[src/sv/pfld_pkg.sv]
`timescale 1ns / 1ps
// Shared types, codes and sizes for the page framebuffer line-draw block.
// No dependencies; imported by every module that uses frame geometry.
package pfld_pkg;

   localparam int COLUMNS     = 128;
   localparam int ROWS        = 64;
   localparam int FRAME_BYTES = COLUMNS * ROWS / 8;
   localparam int ADDR_W      = $clog2(FRAME_BYTES);

   // Byte index span: start of a line on any 8-bit row, plus 256 bytes of column overshoot
   localparam int IDX_SPAN = 32 * COLUMNS + 256;
   localparam int IDX_W0   = $clog2(IDX_SPAN);
   localparam int IDX_W    = (IDX_W0 > 10) ? IDX_W0 : 10;

   localparam logic [IDX_W-1:0]  FRAME_END = IDX_W'(FRAME_BYTES);
   localparam logic [IDX_W-1:0]  COL_STEP  = IDX_W'(COLUMNS);
   localparam logic [ADDR_W-1:0] CLR_LAST  = ADDR_W'(FRAME_BYTES - 1);

   localparam logic [7:0]  FULL_MASK    = 8'hff;
   localparam logic [6:0]  PCT_MAX      = 7'd100;
   // n / 100 == (n * 5243) >> 19 for n below 16384
   localparam logic [12:0] DIV100_MUL   = 13'd5243;
   localparam int          DIV100_SHIFT = 19;

   localparam logic [2:0] OP_CLEAR = 3'd0;
   localparam logic [2:0] OP_PLOT  = 3'd1;
   localparam logic [2:0] OP_HLINE = 3'd2;
   localparam logic [2:0] OP_VLINE = 3'd3;
   localparam logic [2:0] OP_RECT  = 3'd4;
   localparam logic [2:0] OP_BAR   = 3'd5;
   localparam logic [2:0] OP_READ  = 3'd6;

   localparam logic [1:0] JOB_HLINE = 2'd0;
   localparam logic [1:0] JOB_VLINE = 2'd1;
   localparam logic [1:0] JOB_CLEAR = 2'd2;
   localparam logic [1:0] JOB_READ  = 2'd3;

   typedef struct packed {
      logic [2:0] operation;
      logic [7:0] x;
      logic [5:0] y;
      logic [7:0] length;
      logic [6:0] height;
      logic [7:0] pattern;
      logic [7:0] percent;
      logic [9:0] address;
   } item_type;

   // One primitive for the walker: hline uses count as columns, vline as rows
   typedef struct packed {
      logic [1:0] kind;
      logic [7:0] col;
      logic [7:0] row;
      logic [7:0] count;
      logic [7:0] pattern;
      logic [9:0] address;
   } job_type;

   typedef struct packed {
      logic       ready;
      logic [7:0] read_data;
   } walk_status_type;

   function automatic logic [7:0] from_bit(input logic [2:0] b);
      return FULL_MASK << b;
   endfunction

endpackage

[src/sv/pfld_seq.sv]
`timescale 1ns / 1ps
// Operation sequencer: splits each command into walker primitives, sizes the bar fill.
// Depends on pfld_pkg; drives pfld_walker.
module pfld_seq (
   input  logic                      clock,
   input  logic                      reset,
   input  logic                      in_valid,
   output logic                      in_ready,
   input  pfld_pkg::item_type        item,
   input  logic                      out_free,
   output logic                      out_valid,
   output logic [7:0]                out_data,
   input  pfld_pkg::walk_status_type status,
   output logic                      start,
   output pfld_pkg::job_type         job
);
   import pfld_pkg::*;

   localparam logic [3:0] S_IDLE   = 4'd0;
   localparam logic [3:0] S_SINGLE = 4'd1;
   localparam logic [3:0] S_VL1    = 4'd2;
   localparam logic [3:0] S_VL2    = 4'd3;
   localparam logic [3:0] S_HLB    = 4'd4;
   localparam logic [3:0] S_HLT    = 4'd5;
   localparam logic [3:0] S_MUL1   = 4'd6;
   localparam logic [3:0] S_MUL2   = 4'd7;
   localparam logic [3:0] S_FILL   = 4'd8;
   localparam logic [3:0] S_DONE   = 4'd9;

   logic [3:0]  state_ff, state_in;
   logic        issued_ff, issued_in;
   item_type    item_ff, item_in;
   logic [13:0] prod_ff, prod_in;
   logic [6:0]  solid_ff, solid_in;
   logic [7:0]  row_ff, row_in;

   logic        job_done, wide, fill_more;
   logic [7:0]  yw, yh, left_x, abs_len;
   logic [6:0]  wm2, pct_sat;
   logic [26:0] scaled;

   assign yw        = {2'b00, item_ff.y};
   assign yh        = yw + {1'b0, item_ff.height};
   assign wide      = !item_ff.length[7] && (item_ff.length[6:1] != 6'd0);
   assign wm2       = item_ff.length[6:0] - 7'd2;
   assign pct_sat   = (item_ff.percent > {1'b0, PCT_MAX}) ? PCT_MAX : item_ff.percent[6:0];
   assign left_x    = item_ff.x + item_ff.length;
   assign abs_len   = item_ff.length[7] ? (~item_ff.length + 8'd1) : item_ff.length;
   assign scaled    = 27'(prod_ff) * 27'(DIV100_MUL);
   assign fill_more = (solid_ff != 7'd0) && ((row_ff + 8'd1) < yh);
   assign job_done  = issued_ff && status.ready;
   assign in_ready  = (state_ff == S_IDLE) && status.ready;

   always_comb begin
      job.kind    = JOB_HLINE;
      job.col     = item_ff.x + 8'd1;
      job.row     = yw;
      job.count   = {1'b0, wm2};
      job.pattern = FULL_MASK;
      job.address = item_ff.address;
      unique case (state_ff)
         S_SINGLE: begin
            unique case (item_ff.operation)
               OP_CLEAR: job.kind = JOB_CLEAR;
               OP_READ:  job.kind = JOB_READ;
               OP_HLINE: begin
                  job.col     = item_ff.length[7] ? left_x : item_ff.x;
                  job.count   = abs_len;
                  job.pattern = item_ff.pattern;
               end
               default: begin
                  job.col   = item_ff.x;
                  job.count = 8'd1;
               end
            endcase
         end
         S_VL1: begin
            job.kind  = JOB_VLINE;
            job.col   = item_ff.x;
            job.count = {1'b0, item_ff.height};
         end
         S_VL2: begin
            job.kind  = JOB_VLINE;
            job.col   = left_x - 8'd1;
            job.count = {1'b0, item_ff.height};
         end
         S_HLB:  job.row = yh - 8'd1;
         S_FILL: begin
            job.row   = row_ff;
            job.count = {1'b0, solid_ff};
         end
         default: job.kind = JOB_HLINE;
      endcase
   end

   always_comb begin
      state_in  = state_ff;
      issued_in = issued_ff;
      item_in   = item_ff;
      prod_in   = prod_ff;
      solid_in  = solid_ff;
      row_in    = row_ff;
      start     = 1'b0;
      out_valid = 1'b0;
      out_data  = 8'd0;
      unique case (state_ff)
         S_IDLE: begin
            if (in_valid && status.ready) begin
               item_in   = item;
               issued_in = 1'b0;
               unique case (item.operation)
                  OP_CLEAR, OP_PLOT, OP_HLINE, OP_READ: state_in = S_SINGLE;
                  OP_VLINE, OP_RECT, OP_BAR:            state_in = S_VL1;
                  default:                              state_in = S_DONE;
               endcase
            end
         end
         S_SINGLE, S_VL1, S_VL2, S_HLB, S_HLT: begin
            if (!issued_ff && status.ready) begin
               start     = 1'b1;
               issued_in = 1'b1;
            end
            if (job_done) begin
               issued_in = 1'b0;
               unique case (state_ff)
                  S_VL1: state_in = (item_ff.operation == OP_VLINE || !wide) ? S_DONE : S_VL2;
                  S_VL2: state_in = S_HLB;
                  S_HLB: state_in = S_HLT;
                  S_HLT: state_in = (item_ff.operation == OP_BAR) ? S_MUL1 : S_DONE;
                  default: state_in = S_DONE;
               endcase
            end
         end
         S_MUL1: begin
            prod_in  = 14'(wm2) * 14'(pct_sat);
            state_in = S_MUL2;
         end
         S_MUL2: begin
            solid_in = scaled[DIV100_SHIFT +: 7];
            row_in   = yw + 8'd1;
            state_in = S_FILL;
         end
         S_FILL: begin
            if (!issued_ff) begin
               if (!fill_more) begin
                  state_in = S_DONE;
               end else if (status.ready) begin
                  start     = 1'b1;
                  issued_in = 1'b1;
               end
            end else if (job_done) begin
               issued_in = 1'b0;
               row_in    = row_ff + 8'd1;
            end
         end
         S_DONE: begin
            if (out_free) begin
               out_valid = 1'b1;
               out_data  = (item_ff.operation == OP_READ) ? status.read_data : 8'd0;
               state_in  = S_IDLE;
            end
         end
         default: state_in = S_IDLE;
      endcase
   end

   always_ff @(posedge clock) begin
      if (reset) begin
         state_ff  <= S_IDLE;
         issued_ff <= 1'b0;
      end else begin
         state_ff  <= state_in;
         issued_ff <= issued_in;
      end
      item_ff  <= item_in;
      prod_ff  <= prod_in;
      solid_ff <= solid_in;
      row_ff   <= row_in;
   end

`ifndef SYNTHESIS
   a_draw_answers_zero: assert property (@(posedge clock) disable iff (reset)
      out_valid && item_ff.operation != OP_READ |-> out_data == 8'd0)
      else $error("drawing command answered with nonzero data");
`endif

endmodule

[config.mk]
export PLATFORM = sky130hd
export DESIGN_NAME = pfld_seq
export DESIGN_NICKNAME = d
export VERILOG_FILES = /design/src/sv/pfld_pkg.sv /design/src/sv/pfld_seq.sv
export SDC_FILE = /design/constraint.sdc
export NUM_CORES = 1
export LEC_CHECK = 0
export ABC_AREA = 0
export ABC_CLOCK_PERIOD_IN_PS = 6200
export BUFFER_PORTS_ARGS = -buffer_cell sky130_fd_sc_hd__buf_2
export CAP_MARGIN = 10
export CORE_ASPECT_RATIO = 1.4
export CORE_MARGIN = 2
export CORE_UTILIZATION = 61
export DETAILED_ROUTE_END_ITERATION = 10
export GPL_TIMING_DRIVEN = 0
export PLACE_DENSITY_LB_ADDON = 0.3
export SYNTH_ARGS = -nofsm -noshare
export SYNTH_HDL_FRONTEND = slang
export SYNTH_SLANG_ARGS = --single-unit
[constraint.sdc]
create_clock -name clock -period 6.2 [get_ports clock]
set_input_delay 0.31 -clock clock [delete_from_list [all_inputs] [get_ports clock]]
set_output_delay 0.31 -clock clock [all_outputs]
set_load 0.01 [all_outputs]
==> out/results.ini <==
[floorplan]
pin_count = 126
die_w_um = 115
initial_core_util_pct = 62.7
die_area_um2 = 18400
num_rows = 56
die_h_um = 160
core_um2 = 16800

[global_route]
grt_overflow_total = 0
first_global_vias = 8780
grt_use_met3_pct = 3.96
grt_pass1_wl_um = 40000
track_usage_pct = 27.3
grtUsageMet2_pct = 51.7
use_met1_pct = 30.4
busiest_layer = met2
grt_max_degree = 44
antenna_found_initial = 0

[logic_synthesis]
synth.avg_cell_area_um2 = 9.76
ys_seq_area_share_pct = 25.7
synth-edff-count = 87
netlist_instances = 1079
ys_types = 80
synth_seq_cells = 92
synth.cell_area_um2 = 10500
synth_nets = 1391
async_flop_share_pct = 0
synth_ff_type = edfxtp_1
yosys_warnings = 0

[finish]
drive_gt1_share_pct = 15.2
antennaDiodeCount = 0
synthToLayoutAreaGrowth_pct = 11.8
fillers = 1304
final_common_cell = inv_1
final_cell_mix = inv_1 (187), ha_1 (153), buf_2 (129), fa_1 (88), edfxtp_1 (87)
fin_nets = 1528

[power_and_ir_drop]
peakVddDrop_mv = 0.201
total_power_mw = 3.34
leakagePower_nw = 5.56
power_density_nw_per_um2 = 283

[clocking]
root_buffer = clkbuf_16
cts_num_sinks = 92
clkSlewWorstSetupHoldPaths_ns = 0.07
tritoncts = yes
clk_latency_ns = 0.35
htree_levels = 3
cts_hold_buffers = 0
cts_made_buffers = 9
cts_resized = 1
cts_setup_buffers = 0
cts_buffer_depth = 2

[timing]
fin_crit_sh_pct = 95.1
hold_violations = 0
rsz0062_at_grt = no
finalMaxSlewViolations = 0
relSlewSlack_pct = 22.2
post-route-min-period_ns = 5.89
setup_viol_count_final = 0
clock_skew_ns = 0.0103
worst_slack_ns = 0.306
fmax_ghz = 0.170
worstMarginPinSlew_ns = 1.16

[routing]
via_per_inst = 5.79
first_pass_iters = 5
drc = 0
num_vias = 8252
drtIter0Drc = 547
wl_per_cell_um = 16.9
drtAntennaViolNets = 0
routed_wl_um = 24000

[worst_setup_path]
slowest_stage = fa_1
worst-setup-path-type = reg2reg
end_kind = flop
start_kind = flop
rrSetupSlack_ns = 0.31
cpPeakStageDelay_ns = 0.53
crit_path_max_fanout = 8
cp.arrival_ns = 5.98
cp_cell_sequence = clkbuf_1 > inv_1 > ha_1 > nor3b_4 > xor2_2 > nand3_1 > fa_1 > fa_1 > inv_1 > fa_1 > inv_1 > fa_1 > inv_1 > ha_1 > nor4_1 > o31ai_1 > o41ai_1 > xnor2_1
cp_top_family = adder cells
critPathBufInv = 5
required_ns = 6.29

[placed_design]
port-buffer-count = 125
place.gp.congestion = 0.966
dp_hpwl_um = 20000
dp_worst_setup_slack_ns = -0.0672

[worst_hold_path]
hold_path_class = in2reg

[run_status]
outcome = finished clean

[job]
cap_violations = 0

[final timing paths]
kind / cells past startpoint / endpoint / startpoint
max: 18 / prod_ff[13] / item_ff[34]
min: 1 / item_ff[41] / item[41]
max reg2reg: 18 / prod_ff[13] / item_ff[34]
min reg2reg: 2 / issued_ff / issued_ff
[routing by layer]
metal  part of all wire [%]  routed length, um
met4                    3.0                733
met3                    4.9               1170
met1                     39               9260
met2                     54              12900
met5                      0                  0
[worst reg2reg max path: cells and delay by family, from the launching register on]
kind | cells | cell delay [ns]
fa+ha+maj | 6 | 2.54
flops | 1 | 0.46
simple gates | 3 | 1.00
compound gates | 2 | 0.54
xor+xnor | 2 | 0.48
buf+inv | 5 | 0.62
[Yosys cell counts (all sizes together), types with 6 or more instances]
library cell | number | share of area, %
xnor2 | 32 | 2.7
a21o | 11 | 0.78
buf | 18 | 1.2
and3 | 9 | 0.53
a22oi | 11 | 0.78
nor4 | 6 | 0.36
nand3 | 20 | 0.95
inv | 187 | 6.7
nand2b | 12 | 0.71
o21a | 7 | 0.50
o211ai | 9 | 0.64
ha | 153 | 18
fa | 88 | 17
a21oi | 30 | 1.5
xor2 | 25 | 2.1
nor2 | 85 | 3.0
edfxtp | 87 | 25
or2 | 16 | 0.95
o21ai | 49 | 2.3
nand2 | 49 | 1.7
a31oi | 7 | 0.42
and2 | 18 | 1.1
nor2b | 8 | 0.48
o221ai | 8 | 0.67
nor3 | 18 | 0.86
a221oi | 6 | 0.56
clkbuf | 14 | 0.50
a211oi | 7 | 0.62
[cells by family (layout without fill, tap and decap cells)]
family | after synthesis | after routing | synth area share (%)
flops | 92 | 92 | 25.7
fa+ha+maj | 241 | 241 | 34.9
buf+inv | 220 | 362 | 8.35
mux | 5 | 5 | 0.487
xor+xnor | 57 | 57 | 4.74
simple gates | 272 | 272 | 13.2
compound gates | 192 | 192 | 12.6
[through the flow]
| step | TNS (ns) | util [%] | hold WS (ns) | instances | area, um^2 |
|---|---|---|---|---|---|
| 4_1_cts | 0 | 69.9 | 0.123 | 1424 | 11800 |
| 3_3_place_gp | 0 | 67.9 | 0.486 | 1407 | 11400 |
| 3_5_place_dp | -0.121 | 68.0 | 0.488 | 1408 | 11400 |
| 5_1_grt | 0 | 70.1 | 0.123 | 1424 | 11800 |
| 2_1_floorplan | 0 | - | 0.379 | 1079 | 10500 |
| 6_report | 0 | 70.1 | 0.128 | 1424 | 11800 |
[layout make-up]
cell class,instances,area [um^2],share of cell area (%)
Clock buffer,10,229,1.94
Multi-Input combinational cell,767,6970,59.1
Timing Repair Buffer,126,646,5.48
Buffer,32,174,1.48
Inverter,188,706,5.99
Tap cell,203,254,2.16
Clock inverter,6,95.1,0.807
Sequential cell,92,2710,23.0
[report_power, final]
group | switching, mW | total (mW) | leakage, nW | internal (mW)
registers | 0.0509 | 0.854 | 0.837 | 0.804
logic | 1.10 | 1.88 | 4.57 | 0.779
clock network | 0.243 | 0.601 | 0.151 | 0.358
[flip-flops by register name, indices dropped and copies added (netlist names)]
register and cells:
issued_ff 1, job 10, state_ff 4, prod_ff 14, solid_ff 7, item_ff 48
row_ff 8
Power figures use the tool's default switching activity.
